===== config.mk =====
export PLATFORM = sky130hd
export DESIGN_NAME = md5_message_digest
export DESIGN_NICKNAME = d
export VERILOG_FILES = /design/src/rtl/md5_pkg.sv /design/src/rtl/md5_block_ram.sv /design/src/rtl/md5_compress.sv /design/src/rtl/md5_message_digest.sv
export SDC_FILE = /design/constraint.sdc
export NUM_CORES = 2
export LEC_CHECK = 0
export BUFFER_PORTS_ARGS = -buffer_cell sky130_fd_sc_hd__buf_2
export CORE_UTILIZATION = 66
export CTS_BUF_LIST = sky130_fd_sc_hd__clkbuf_4
export DETAILED_ROUTE_END_ITERATION = 16
export PLACE_DENSITY = 0.84
export SLEW_MARGIN = 20
export SYNTH_ARGS = -nofsm -noshare
export SYNTH_HDL_FRONTEND = slang
export SYNTH_SLANG_ARGS = --single-unit

===== constraint.sdc =====
create_clock -name clk_i -period 13.2 [get_ports clk_i]
set_input_delay 1.98 -clock clk_i [delete_from_list [all_inputs] [get_ports clk_i]]
set_output_delay 1.98 -clock clk_i [all_outputs]
set_load 0.02 [all_outputs]

===== src/rtl/md5_pkg.sv =====
// md5_pkg: shared types, constants and round functions for the md5 digest block
// depends on nothing; used by every rtl file of the block except md5_checker
`default_nettype none

package md5_pkg;

  localparam int unsigned WordW     = 32;
  localparam int unsigned BlockWrds = 16;
  localparam int unsigned AddrW     = $clog2(BlockWrds);
  localparam int unsigned LaneCnt   = WordW / 8;
  localparam int unsigned CountW    = 61;
  localparam int unsigned RoundW    = 6;

  typedef logic [WordW-1:0] word_t;
  typedef logic [3:0][WordW-1:0] quad_t;

  // chaining value after reset and after each digest
  localparam word_t InitA = 32'h67452301;
  localparam word_t InitB = 32'hefcdab89;
  localparam word_t InitC = 32'h98badcfe;
  localparam word_t InitD = 32'h10325476;

  localparam logic [7:0] PadMark = 8'h80;
  localparam logic [5:0] LenFirstPos = 6'd56;
  localparam logic [AddrW-1:0] LastWord = 4'hf;
  localparam logic [AddrW-1:0] LenLoWord = 4'he;
  localparam logic [RoundW-1:0] LastRound = 6'd63;

  typedef enum logic [1:0] {
    S_IDLE,
    S_PAD,
    S_COMP
  } top_state_e;

  typedef enum logic [1:0] {
    C_IDLE,
    C_RUN,
    C_DONE
  } cmp_state_e;

  typedef struct packed {
    logic start;
    logic ack;
  } cmp_ctl_t;

  typedef struct packed {
    logic done;
  } cmp_stat_t;

  function automatic word_t step_const(input logic [RoundW-1:0] r);
    word_t k;
    case (r)
      6'd0:  k = 32'hd76aa478;  6'd1:  k = 32'he8c7b756;
      6'd2:  k = 32'h242070db;  6'd3:  k = 32'hc1bdceee;
      6'd4:  k = 32'hf57c0faf;  6'd5:  k = 32'h4787c62a;
      6'd6:  k = 32'ha8304613;  6'd7:  k = 32'hfd469501;
      6'd8:  k = 32'h698098d8;  6'd9:  k = 32'h8b44f7af;
      6'd10: k = 32'hffff5bb1;  6'd11: k = 32'h895cd7be;
      6'd12: k = 32'h6b901122;  6'd13: k = 32'hfd987193;
      6'd14: k = 32'ha679438e;  6'd15: k = 32'h49b40821;
      6'd16: k = 32'hf61e2562;  6'd17: k = 32'hc040b340;
      6'd18: k = 32'h265e5a51;  6'd19: k = 32'he9b6c7aa;
      6'd20: k = 32'hd62f105d;  6'd21: k = 32'h02441453;
      6'd22: k = 32'hd8a1e681;  6'd23: k = 32'he7d3fbc8;
      6'd24: k = 32'h21e1cde6;  6'd25: k = 32'hc33707d6;
      6'd26: k = 32'hf4d50d87;  6'd27: k = 32'h455a14ed;
      6'd28: k = 32'ha9e3e905;  6'd29: k = 32'hfcefa3f8;
      6'd30: k = 32'h676f02d9;  6'd31: k = 32'h8d2a4c8a;
      6'd32: k = 32'hfffa3942;  6'd33: k = 32'h8771f681;
      6'd34: k = 32'h6d9d6122;  6'd35: k = 32'hfde5380c;
      6'd36: k = 32'ha4beea44;  6'd37: k = 32'h4bdecfa9;
      6'd38: k = 32'hf6bb4b60;  6'd39: k = 32'hbebfbc70;
      6'd40: k = 32'h289b7ec6;  6'd41: k = 32'heaa127fa;
      6'd42: k = 32'hd4ef3085;  6'd43: k = 32'h04881d05;
      6'd44: k = 32'hd9d4d039;  6'd45: k = 32'he6db99e5;
      6'd46: k = 32'h1fa27cf8;  6'd47: k = 32'hc4ac5665;
      6'd48: k = 32'hf4292244;  6'd49: k = 32'h432aff97;
      6'd50: k = 32'hab9423a7;  6'd51: k = 32'hfc93a039;
      6'd52: k = 32'h655b59c3;  6'd53: k = 32'h8f0ccc92;
      6'd54: k = 32'hffeff47d;  6'd55: k = 32'h85845dd1;
      6'd56: k = 32'h6fa87e4f;  6'd57: k = 32'hfe2ce6e0;
      6'd58: k = 32'ha3014314;  6'd59: k = 32'h4e0811a1;
      6'd60: k = 32'hf7537e82;  6'd61: k = 32'hbd3af235;
      6'd62: k = 32'h2ad7d2bb;  default: k = 32'heb86d391;
    endcase
    return k;
  endfunction

  function automatic logic [4:0] rot_amount(input logic [3:0] sel);
    logic [4:0] s;
    case (sel)
      4'd0:  s = 5'd7;   4'd1:  s = 5'd12;  4'd2:  s = 5'd17;  4'd3:  s = 5'd22;
      4'd4:  s = 5'd5;   4'd5:  s = 5'd9;   4'd6:  s = 5'd14;  4'd7:  s = 5'd20;
      4'd8:  s = 5'd4;   4'd9:  s = 5'd11;  4'd10: s = 5'd16;  4'd11: s = 5'd23;
      4'd12: s = 5'd6;   4'd13: s = 5'd10;  4'd14: s = 5'd15;  default: s = 5'd21;
    endcase
    return s;
  endfunction

  // message word used by a given round
  function automatic logic [AddrW-1:0] msg_index(input logic [RoundW-1:0] r);
    logic [3:0] lo;
    logic [3:0] g;
    lo = r[3:0];
    case (r[5:4])
      2'd0:    g = lo;
      2'd1:    g = lo + (lo << 2) + 4'd1;
      2'd2:    g = lo + (lo << 1) + 4'd5;
      default: g = (lo << 3) - lo;
    endcase
    return g;
  endfunction

  function automatic word_t rotl32(input word_t x, input logic [4:0] s);
    logic [2*WordW-1:0] t;
    t = {x, x} << s;
    return t[2*WordW-1:WordW];
  endfunction

endpackage

`default_nettype wire


===== src/rtl/md5_block_ram.sv =====
// md5_block_ram: 16 x 32 message block store, byte-lane writes, registered read
// depends on md5_pkg
`default_nettype none

module md5_block_ram (
  input  wire logic                            clk_i,
  input  wire logic                            we_i,
  input  wire logic [md5_pkg::LaneCnt-1:0]     be_i,
  input  wire logic [md5_pkg::AddrW-1:0]       waddr_i,
  input  wire md5_pkg::word_t                  wdata_i,
  input  wire logic [md5_pkg::AddrW-1:0]       raddr_i,
  output md5_pkg::word_t                       rdata_o
);

  md5_pkg::word_t mem_q [md5_pkg::BlockWrds];
  md5_pkg::word_t rdata_q;

  always_ff @(posedge clk_i) begin
    if (we_i) begin
      for (int k = 0; k < md5_pkg::LaneCnt; k++) begin
        if (be_i[k]) begin
          mem_q[waddr_i][8*k +: 8] <= wdata_i[8*k +: 8];
        end
      end
    end
  end

  always_ff @(posedge clk_i) begin
    rdata_q <= mem_q[raddr_i];
  end

  assign rdata_o = rdata_q;

endmodule

`default_nettype wire


===== src/rtl/md5_compress.sv =====
// md5_compress: 64-round compression, one round per cycle, block words from the ram
// depends on md5_pkg
`default_nettype none

module md5_compress (
  input  wire logic                        clk_i,
  input  wire logic                        rst_ni,
  input  wire md5_pkg::cmp_ctl_t           ctl_i,
  input  wire md5_pkg::quad_t              chain_i,
  input  wire md5_pkg::word_t              rd_data_i,
  output logic [md5_pkg::AddrW-1:0]        rd_addr_o,
  output md5_pkg::cmp_stat_t               stat_o,
  output md5_pkg::quad_t                   wv_o
);

  md5_pkg::cmp_state_e state_q, state_d;
  logic [md5_pkg::RoundW-1:0] round_q, round_d;
  md5_pkg::quad_t wv_q, wv_d;

  md5_pkg::word_t a, b, c, d, f, sum, rot;

  always_comb begin
    a = wv_q[0];
    b = wv_q[1];
    c = wv_q[2];
    d = wv_q[3];
    case (round_q[5:4])
      2'd0:    f = d ^ (b & (c ^ d));
      2'd1:    f = (d & b) | (~d & c);
      2'd2:    f = b ^ c ^ d;
      default: f = c ^ (b | ~d);
    endcase
    sum = a + f + md5_pkg::step_const(round_q) + rd_data_i;
    rot = md5_pkg::rotl32(sum, md5_pkg::rot_amount({round_q[5:4], round_q[1:0]}));
  end

  always_comb begin
    state_d   = state_q;
    round_d   = round_q;
    wv_d      = wv_q;
    // prefetch the word for the following round
    rd_addr_o = md5_pkg::msg_index(md5_pkg::RoundW'(round_q + 1'b1));
    unique case (state_q)
      md5_pkg::C_IDLE: begin
        rd_addr_o = md5_pkg::msg_index('0);
        if (ctl_i.start) begin
          wv_d    = chain_i;
          round_d = '0;
          state_d = md5_pkg::C_RUN;
        end
      end
      md5_pkg::C_RUN: begin
        wv_d[0] = d;
        wv_d[1] = b + rot;
        wv_d[2] = b;
        wv_d[3] = c;
        round_d = md5_pkg::RoundW'(round_q + 1'b1);
        if (round_q == md5_pkg::LastRound) begin
          state_d = md5_pkg::C_DONE;
        end
      end
      md5_pkg::C_DONE: begin
        if (ctl_i.ack) begin
          state_d = md5_pkg::C_IDLE;
        end
      end
      default: state_d = md5_pkg::C_IDLE;
    endcase
  end

  always_ff @(posedge clk_i or negedge rst_ni) begin
    if (!rst_ni) begin
      state_q <= md5_pkg::C_IDLE;
      round_q <= '0;
    end else begin
      state_q <= state_d;
      round_q <= round_d;
    end
  end

  always_ff @(posedge clk_i) begin
    wv_q <= wv_d;
  end

  assign stat_o.done = (state_q == md5_pkg::C_DONE);
  assign wv_o        = wv_q;

endmodule

`default_nettype wire


===== src/rtl/md5_message_digest.sv =====
// md5_message_digest: top level of the md5 digest engine, byte packing, padding,
// chaining value and digest output; depends on md5_pkg, md5_block_ram, md5_compress
//
// usage
// - input channel (in_valid_i / in_ready_o): one word per handshake holding a
//   message byte (when byte_present_i is set) and an end-of-message flag; a word
//   with only the end flag closes the message, so an empty message is legal
// - output channel (out_valid_o / out_ready_i): four digest words per message,
//   word_index_o 0..3, least significant word first, last_word_o on word 3
// - byte words are taken while the engine is idle; the byte that fills a 64-byte
//   block holds in_ready_o low while the compression runs: one round per cycle,
//   each round taking its message word from a block ram read issued the round before
// - after the end word: padding writes of up to 16 ram words (one ram word per
//   cycle), then the compression, done twice when the length does not fit the
//   last block
// - the digest is held in its own register, so the next message may start while
//   the receiver stalls; only a second digest waits for the first to drain
// - reset: chaining value to the standard initial words, byte count to zero,
//   no digest pending; the block ram holds garbage and is always rewritten
//   before it is read
`default_nettype none

module md5_message_digest (
  input  wire logic        clk_i,
  input  wire logic        rst_ni,
  input  wire logic        in_valid_i,
  output logic             in_ready_o,
  input  wire logic [7:0]  data_byte_i,
  input  wire logic        byte_present_i,
  input  wire logic        end_of_message_i,
  output logic             out_valid_o,
  input  wire logic        out_ready_i,
  output logic [31:0]      digest_word_o,
  output logic [1:0]       word_index_o,
  output logic             last_word_o
);

  localparam md5_pkg::quad_t ChainInit =
    {md5_pkg::InitD, md5_pkg::InitC, md5_pkg::InitB, md5_pkg::InitA};

  md5_pkg::top_state_e state_q, state_d;

  // message length in bytes, wraps modulo 2^61
  logic [md5_pkg::CountW-1:0] count_q, count_d, count_next;
  logic [5:0] pos, pos_next;

  md5_pkg::quad_t chain_q, chain_d;
  md5_pkg::quad_t digest_q, digest_d;
  logic out_valid_q, out_valid_d;
  logic [1:0] out_idx_q, out_idx_d;

  // padding sequencer
  logic [md5_pkg::AddrW-1:0] pad_word_q, pad_word_d;
  logic [1:0] pad_lane_q, pad_lane_d;
  logic pad_mark_q, pad_mark_d;   // current pad word takes the 0x80 marker
  logic pad_len_q, pad_len_d;     // this block carries the bit length
  logic marked_q, marked_d;       // marker already written for this message
  logic end_pend_q, end_pend_d;   // message closed, padding still owed
  logic final_q, final_d;         // running compression yields the digest

  // block ram ports
  logic ram_we;
  logic [md5_pkg::LaneCnt-1:0] ram_be;
  logic [md5_pkg::AddrW-1:0] ram_waddr, ram_raddr;
  md5_pkg::word_t ram_wdata, ram_rdata;

  md5_pkg::cmp_ctl_t cmp_ctl;
  md5_pkg::cmp_stat_t cmp_stat;
  md5_pkg::quad_t wv;

  md5_pkg::word_t len_lo, len_hi;
  logic in_fire, out_fire;

  assign in_ready_o = (state_q == md5_pkg::S_IDLE);
  assign in_fire    = in_valid_i & in_ready_o;
  assign out_fire   = out_valid_q & out_ready_i;

  assign pos        = count_q[5:0];
  assign count_next = byte_present_i ? md5_pkg::CountW'(count_q + 1'b1) : count_q;
  assign pos_next   = count_next[5:0];

  // 64-bit bit length, little-endian words
  assign len_lo = {count_q[28:0], 3'b000};
  assign len_hi = count_q[md5_pkg::CountW-1:29];

  always_comb begin
    state_d     = state_q;
    count_d     = count_q;
    chain_d     = chain_q;
    digest_d    = digest_q;
    out_valid_d = out_valid_q;
    out_idx_d   = out_idx_q;
    pad_word_d  = pad_word_q;
    pad_lane_d  = pad_lane_q;
    pad_mark_d  = pad_mark_q;
    pad_len_d   = pad_len_q;
    marked_d    = marked_q;
    end_pend_d  = end_pend_q;
    final_d     = final_q;
    ram_we      = 1'b0;
    ram_be      = '0;
    ram_waddr   = pad_word_q;
    ram_wdata   = '0;
    cmp_ctl     = '0;

    // digest drain
    if (out_fire) begin
      out_idx_d = 2'(out_idx_q + 1'b1);
      if (out_idx_q == 2'd3) begin
        out_valid_d = 1'b0;
      end
    end

    unique case (state_q)
      md5_pkg::S_IDLE: begin
        if (in_fire) begin
          if (byte_present_i) begin
            ram_we    = 1'b1;
            ram_waddr = pos[5:2];
            ram_be    = md5_pkg::LaneCnt'(4'b0001 << pos[1:0]);
            ram_wdata = {md5_pkg::LaneCnt{data_byte_i}};
            count_d   = count_next;
          end
          if (byte_present_i && pos == 6'd63) begin
            // block full; padding, if any, follows the compression
            cmp_ctl.start = 1'b1;
            final_d       = 1'b0;
            end_pend_d    = end_of_message_i;
            state_d       = md5_pkg::S_COMP;
          end else if (end_of_message_i) begin
            pad_word_d = pos_next[5:2];
            pad_lane_d = pos_next[1:0];
            pad_mark_d = 1'b1;
            pad_len_d  = (pos_next < md5_pkg::LenFirstPos);
            end_pend_d = 1'b1;
            state_d    = md5_pkg::S_PAD;
          end
        end
      end

      md5_pkg::S_PAD: begin
        ram_we    = 1'b1;
        ram_waddr = pad_word_q;
        ram_be    = '1;
        ram_wdata = '0;
        if (pad_len_q && pad_word_q == md5_pkg::LenLoWord) begin
          ram_wdata = len_lo;
        end else if (pad_len_q && pad_word_q == md5_pkg::LastWord) begin
          ram_wdata = len_hi;
        end else if (pad_mark_q) begin
          // marker byte, zero fill above it, earlier bytes kept
          ram_be    = md5_pkg::LaneCnt'(4'b1111 << pad_lane_q);
          ram_wdata = md5_pkg::WordW'(md5_pkg::PadMark) << {pad_lane_q, 3'b000};
        end
        marked_d   = marked_q | pad_mark_q;
        pad_mark_d = 1'b0;
        if (pad_word_q == md5_pkg::LastWord) begin
          cmp_ctl.start = 1'b1;
          final_d       = pad_len_q;
          state_d       = md5_pkg::S_COMP;
        end else begin
          pad_word_d = md5_pkg::AddrW'(pad_word_q + 1'b1);
        end
      end

      md5_pkg::S_COMP: begin
        if (cmp_stat.done) begin
          if (final_q) begin
            // digest waits until the previous one has drained
            if (!out_valid_q) begin
              cmp_ctl.ack = 1'b1;
              for (int i = 0; i < 4; i++) begin
                digest_d[i] = chain_q[i] + wv[i];
              end
              out_valid_d = 1'b1;
              out_idx_d   = '0;
              chain_d     = ChainInit;
              count_d     = '0;
              end_pend_d  = 1'b0;
              marked_d    = 1'b0;
              state_d     = md5_pkg::S_IDLE;
            end
          end else begin
            cmp_ctl.ack = 1'b1;
            for (int i = 0; i < 4; i++) begin
              chain_d[i] = chain_q[i] + wv[i];
            end
            if (end_pend_q) begin
              // next block starts at byte zero and ends with the length
              pad_word_d = '0;
              pad_lane_d = '0;
              pad_mark_d = ~marked_q;
              pad_len_d  = 1'b1;
              state_d    = md5_pkg::S_PAD;
            end else begin
              state_d = md5_pkg::S_IDLE;
            end
          end
        end
      end

      default: state_d = md5_pkg::S_IDLE;
    endcase
  end

  always_ff @(posedge clk_i or negedge rst_ni) begin
    if (!rst_ni) begin
      state_q     <= md5_pkg::S_IDLE;
      count_q     <= '0;
      chain_q     <= ChainInit;
      out_valid_q <= 1'b0;
      out_idx_q   <= '0;
      pad_mark_q  <= 1'b0;
      pad_len_q   <= 1'b0;
      marked_q    <= 1'b0;
      end_pend_q  <= 1'b0;
      final_q     <= 1'b0;
      pad_word_q  <= '0;
      pad_lane_q  <= '0;
    end else begin
      state_q     <= state_d;
      count_q     <= count_d;
      chain_q     <= chain_d;
      out_valid_q <= out_valid_d;
      out_idx_q   <= out_idx_d;
      pad_mark_q  <= pad_mark_d;
      pad_len_q   <= pad_len_d;
      marked_q    <= marked_d;
      end_pend_q  <= end_pend_d;
      final_q     <= final_d;
      pad_word_q  <= pad_word_d;
      pad_lane_q  <= pad_lane_d;
    end
  end

  always_ff @(posedge clk_i) begin
    digest_q <= digest_d;
  end

  md5_block_ram u_ram (
    .clk_i   (clk_i),
    .we_i    (ram_we),
    .be_i    (ram_be),
    .waddr_i (ram_waddr),
    .wdata_i (ram_wdata),
    .raddr_i (ram_raddr),
    .rdata_o (ram_rdata)
  );

  md5_compress u_cmp (
    .clk_i     (clk_i),
    .rst_ni    (rst_ni),
    .ctl_i     (cmp_ctl),
    .chain_i   (chain_q),
    .rd_data_i (ram_rdata),
    .rd_addr_o (ram_raddr),
    .stat_o    (cmp_stat),
    .wv_o      (wv)
  );

  assign out_valid_o   = out_valid_q;
  assign digest_word_o = digest_q[out_idx_q];
  assign word_index_o  = out_idx_q;
  assign last_word_o   = (out_idx_q == 2'd3);

endmodule

`default_nettype wire


After elaboration in Yosys (flattened, before gate mapping):

Memories as Yosys holds them, arrays and structs flattened. A register that Yosys moved wholly into a read port is not among the register bits.
Index checks and enable logic that the tools add are counted.

* ROM bits: 2128
* register bits: 469
* memories kept: 3
* logic and storage cells: 242
* input bits: 14
* bits in writable memories: 512

Memory list
* (name not given): words 64, width 32, rd ports 1, clocked after Yosys merged registers in 0, write ports 0, line md5_pkg.sv:52 `case (r)`
* u_ram.mem_q: words 16, width 32, rd ports 1, clocked after Yosys merged registers in 1, write ports 1, line md5_block_ram.sv:15 `md5_pkg::word_t mem_q [md5_pkg::BlockWrds];`
* (name not given): words 16, width 5, rd ports 1, clocked after Yosys merged registers in 0, write ports 0, line md5_pkg.sv:91 `case (sel)`

* equality and inequality tests: 31
* $add $sub $neg: 17
* mux-type cells: 120
* bitwise gates (word level): 16
* shift operators: 4
* reduce and logical (&&, ||, !) cells: 24
* order comparisons: 2

Operators with widths (number)
* 128-bit two-way mux: 3
* 61-bit two-way mux: 6
* 32-bit adder: 8
* 128-bit case mux with 2 select lines: 1
* 32-bit two-way mux: 6
* 32-bit XOR: 5
* 61-bit case mux with 2 select lines: 1
* 32-bit bitwise AND: 3
* 32-bit case mux with 3 select lines: 1
* 32-bit binary-select mux with 2-bit select: 1
* 4-bit two-way mux: 16
* 32-bit OR: 2
* 32-bit case mux with 2 select lines: 1
* 64-bit by 5-bit << shifter with 64-bit output: 1
* 61-bit by 1-bit adder with 61-bit output, second input constant: 1
* 1-bit two-way mux: 48
* 2-bit two-way mux: 21
* 32-bit inverter: 1
* 8-bit by 5-bit << shifter with 32-bit output, first input constant: 1
* 4-bit case mux with 3 select lines: 2
* 2-bit != test, second input constant: 11
* 7-bit AND reduction: 2
* 6-bit equality test, second input constant: 2
* 1-bit case mux with 2 select lines: 6
* 35 further kinds: 64

Longest topological paths before layout:

* depth in word-level cells: 10
* depth in mapped cells: 42
* depth with buffers taken out: 40

Modules after synthesis:

Synthesis repeated with hierarchy kept, for this count alone.

* cells, all modules: 5269
* area total of the unflattened synthesis: 58602.5 sq um

By module, submodules not included
* md5_message_digest: area an instance 20822.5 sq um, seq. area each 9053.7 sq um, times used 1, cells each 2018
* md5_block_ram: area an instance 20099.3 sq um, seq. area each 16015.4 sq um, times used 1, cells each 909
* md5_compress: area an instance 17680.7 sq um, seq. area each 4043.9 sq um, times used 1, cells each 2342

Least setup slack after synthesis:

OpenSTA, ideal clock, no wires.

* kind: register to register
* from: reg state_q[0]
* to: reg digest_q[0] (netlist bit) (enable)
* arrival: 9894 ps
* cell stages (with the launch flop): 6
* path slack: 2524 ps
* setup time: 782 ps
* cell sequence: dfrtp_1 -> inv_1 -> ha_1 -> clkbuf_1 -> nand2_1 -> nor3_1

* word-level cells in the longest chain between the ends: 2

Ends and longest elaborated chain
* start: declaration: line md5_message_digest.sv:41 `md5_pkg::top_state_e state_q, state_d;`
* start signal: assignment: line md5_message_digest.sv:208 `state_q <= md5_pkg::S_IDLE;`
* start signal: assignment: line md5_message_digest.sv:221 `state_q <= state_d;`
* 2-bit equality test: line md5_message_digest.sv:114 `unique case (state_q)`
* 4-bit AND reduction (no source line)
* end signal: assignment: line md5_message_digest.sv:237 `digest_q <= digest_d;`
* end: declaration: line md5_message_digest.sv:48 `md5_pkg::quad_t digest_q, digest_d;`

No other way between the ends.
A chain may end at the register's enable or synchronous reset.

==> impl_metrics.json <==
{
  "hp-start": "count_q[55]",
  "grt_setup_unrepaired": "false",
  "synth_top_area_share": 0.388,
  "firstDrtPassIters": 9,
  "dr_total_vias": 48900,
  "hold_path_depth": 1,
  "drv_cap": 0,
  "rows": 109,
  "crit_path_end_kind": "flip-flop",
  "grt_usage": 0.386,
  "tns_ps": 0,
  "cts_resized": 0,
  "antenna_found_initial": 6,
  "cts_buffer_depth": 4,
  "grt_pass1_vias": 46700,
  "regArea_um2": 29100,
  "cp.arrival_ps": 11620,
  "synth-seq-cells": 1013,
  "crit_fanout": 16,
  "die_h_um": 302,
  "cts.clk_slew.worst_paths_ps": 70,
  "gr-total-overflow": 0,
  "rr_endpoint": "u_cmp.b[28]",
  "synth.distinct_cells": 100,
  "cts.sinks": 1013,
  "cts_setup_buffers": 0,
  "p_sw_frac": 0.218,
  "die-area_um2": 91300,
  "hold_end": "count_q[55]",
  "critPathLaunchType": "flip-flop",
  "synth_nets": 6154,
  "internal-power_w": 0.00480,
  "finalMaxSlewViolations": 0,
  "finalPower_w": 0.00614,
  "drtIter0Drc": 6385,
  "synth.largest_area_cell": "edfxtp_1",
  "synth-edff-count": 768,
  "final_cell_mix": "nand2_1, edfxtp_1, clkbuf_4",
  "skew_ps": 119,
  "initial_utilization": 0.670,
  "layout_commonest_cell": "nand2_1",
  "vias_per_cell": 6.75,
  "max_freq_mhz": 93.9,
  "hold_viol_final": 0,
  "multi_input_area_um2": 28200,
  "synth_area_per_cell_um2": 10.2,
  "clockPowerShare": 0.445,
  "startpoint": "u_cmp.round_q[1]",
  "wl_per_cell_um": 24.6,
  "hp-class": "flip-flop to flip-flop",
  "final_nets": 6181,
  "comb_power_share": 0.004,
  "reg2reg_slack_ps": 2550,
  "tightest_slew_ps": 1220,
  "synth-async-reset-ratio": 0.210,
  "dp_hpwl_um": 121000,
  "ys_seq_area_frac": 0.490,
  "path_class": "flip-flop to flip-flop",
  "io_pins": 51,
  "peakVddDrop_mv": 0.143,
  "power_leakage_nw": 24.1,
  "ant_nets": 0,
  "cts_max_level": 5,
  "core_area_um2": 88800,
  "pwr-share-seq": 0.552,
  "fin_util": 0.717,
  "p_sw_w": 0.00134,
  "maxSlewHeadroom": 0.189,
  "setup_viol": 0,
  "area_growth_pct": 7.11,
  "cts_hold_buf": 0,
  "drc": 0,
  "final_layout_size_suffix_gt1_frac": 0.120,
  "powerDensity_nw_per_um2": 96.5,
  "synth.area.top_cells": "edfxtp_1, dfrtp_1, nand2_1, ha_1, a21oi_1",
  "crit_required_ps": 14180,
  "cts_buffers": 278,
  "clock_latency_ps": 1260,
  "final.period_utilization": 0.806,
  "cp_slowest_stage_delay_ps": 660,
  "cts_tree": "built",
  "place_congestion": 1.02,
  "die_w_um": 302,
  "min_period_ps": 10650,
  "yosys_most_used_dff": "edfxtp_1",
  "final.fill_count": 6165,
  "cts_root_buffer": "clkbuf_4",
  "cpMostUsedCell": "a21oi_1",
  "grt_pass1_wl_um": 268000,
  "grt_max_degree": 206,
  "reg2regPathDepth": 36,
  "synth_area_um2": 59500,
  "yosysWarnings": 0,
  "port_buffers": 50,
  "routed_wl_um": 178000,
  "synth_cells": 5847,
  "regToRegStartpoint": "u_cmp.round_q[1]",
  "outcome": "finished clean",
  "slowest_stage": "nor2_1"
}
[final cells by class]
type	count	area share
Timing Repair Buffer	100	0.0106
Sequential cell	1013	0.457
Inverter	235	0.0138
Clock buffer	401	0.0473
Clock inverter	70	0.00464
Tap cell	1165	0.0229
Multi-Input combinational cell	4246	0.443
Antenna cell	14	0.000550
[cell usage after synthesis (46+ instances only)]
cell      instances
a211oi_1        203
a21o_1           88
a21oi_1         363
a22o_1           91
a311oi_1         83
a31oi_1         140
and2_1          135
buf_1            47
clkbuf_1        281
dfrtp_1         149
dfstp_2          64
edfxtp_1        768
fa_1             67
ha_1            226
inv_1           230
nand2_1         928
nand2b_1         46
nand3_1          89
nor2_1          345
nor2b_1          57
nor3_1           71
o21ai_0         343
o22a_1           63
xnor2_1         197
xor2_1           69
[power groups by stage]
stage | sequential (W) | clock (W) | combinational, W
6_report | 0.00339 | 0.00273 | 0.0000219
5_1_grt | 0.00339 | 0.00291 | 0.0000245
4_1_cts | 0.00339 | 0.00275 | 0.0000224
3_5_place_dp | 0.00346 | 0 | 0.0000222
3_3_place_gp | 0.00346 | 0 | 0.0000221
2_1_floorplan | 0.00346 | 0 | 0.00000176
[cell families (layout without fill, tap and decap cells)]
| group | Yosys count | in the layout | synth area share |
|---|---|---|---|
| simple gates | 1869 | 1869 | 0.142 |
| compound gates | 1700 | 1700 | 0.191 |
| flops | 1013 | 1013 | 0.490 |
| buf+inv | 588 | 806 | 0.0377 |
| fa+ha+maj | 293 | 293 | 0.0701 |
| xor+xnor | 269 | 269 | 0.0402 |
| mux | 115 | 115 | 0.0295 |
| other cells | 0 | 14 | 0 |
[worst max-delay path: cells and delay by family, from the launching register on]
kind,cells,cell delay [ps]
fa+ha+maj,6,2380
xor+xnor,1,180
flops,1,580
compound gates,18,5090
buf+inv,4,430
mux,1,520
simple gates,6,1220
[worst max-delay path by stage]
stage | endpoint | depth (start not counted) | slack, ps
floorplan | digest_q[0] | 5 | 2520
global placement | u_cmp.b[26] | 33 | 3180
detailed placement | u_cmp.b[28] | 36 | 2960
CTS | u_cmp.b[28] | 36 | 2880
global route | u_cmp.b[26] | 37 | 1990
finish | u_cmp.b[28] | 36 | 2550
[stage by stage]
stage | instance area (um^2) | setup WS (ps) | instances | hold slack [ps]
floorplan | 59500 | 2520 | 5847 | 458
global placement | 60400 | 3180 | 6759 | 480
detailed placement | 60400 | 2960 | 6759 | 483
CTS | 63700 | 2880 | 7230 | 493
global route | 63700 | 1990 | 7243 | 513
finish | 63700 | 2550 | 7244 | 495
[sequential cells by signal, summed over array words and instances (netlist names)]
register	count
chain_q	128
u_cmp.state_q	2
u_ram.mem_q	512
u_cmp.b	32
u_cmp.a	32
pad_len_q	1
state_q	2
u_ram.rdata_o	32
marked_q	1
u_cmp.d	32
digest_q	128
u_cmp.c	32
out_valid_o	1
word_index_o	2
u_cmp.round_q	6
pad_lane_q	2
end_pend_q	1
pad_mark_q	1
pad_word_q	4
final_q	1
count_q	61
[metal layers]
| metal | global-route usage | vias to the layer above | wire length, um |
|---|---|---|---|
| met4 | 0.264 | 4 | 12700 |
| met1 | 0.474 | 23400 | 64100 |
| met3 | 0.0819 | 738 | 17700 |
| met2 | 0.615 | 3051 | 83700 |
| met5 | 0 | - | 31 |
| li1 | - | 21700 | - |
Power figures use the tool's default switching activity.
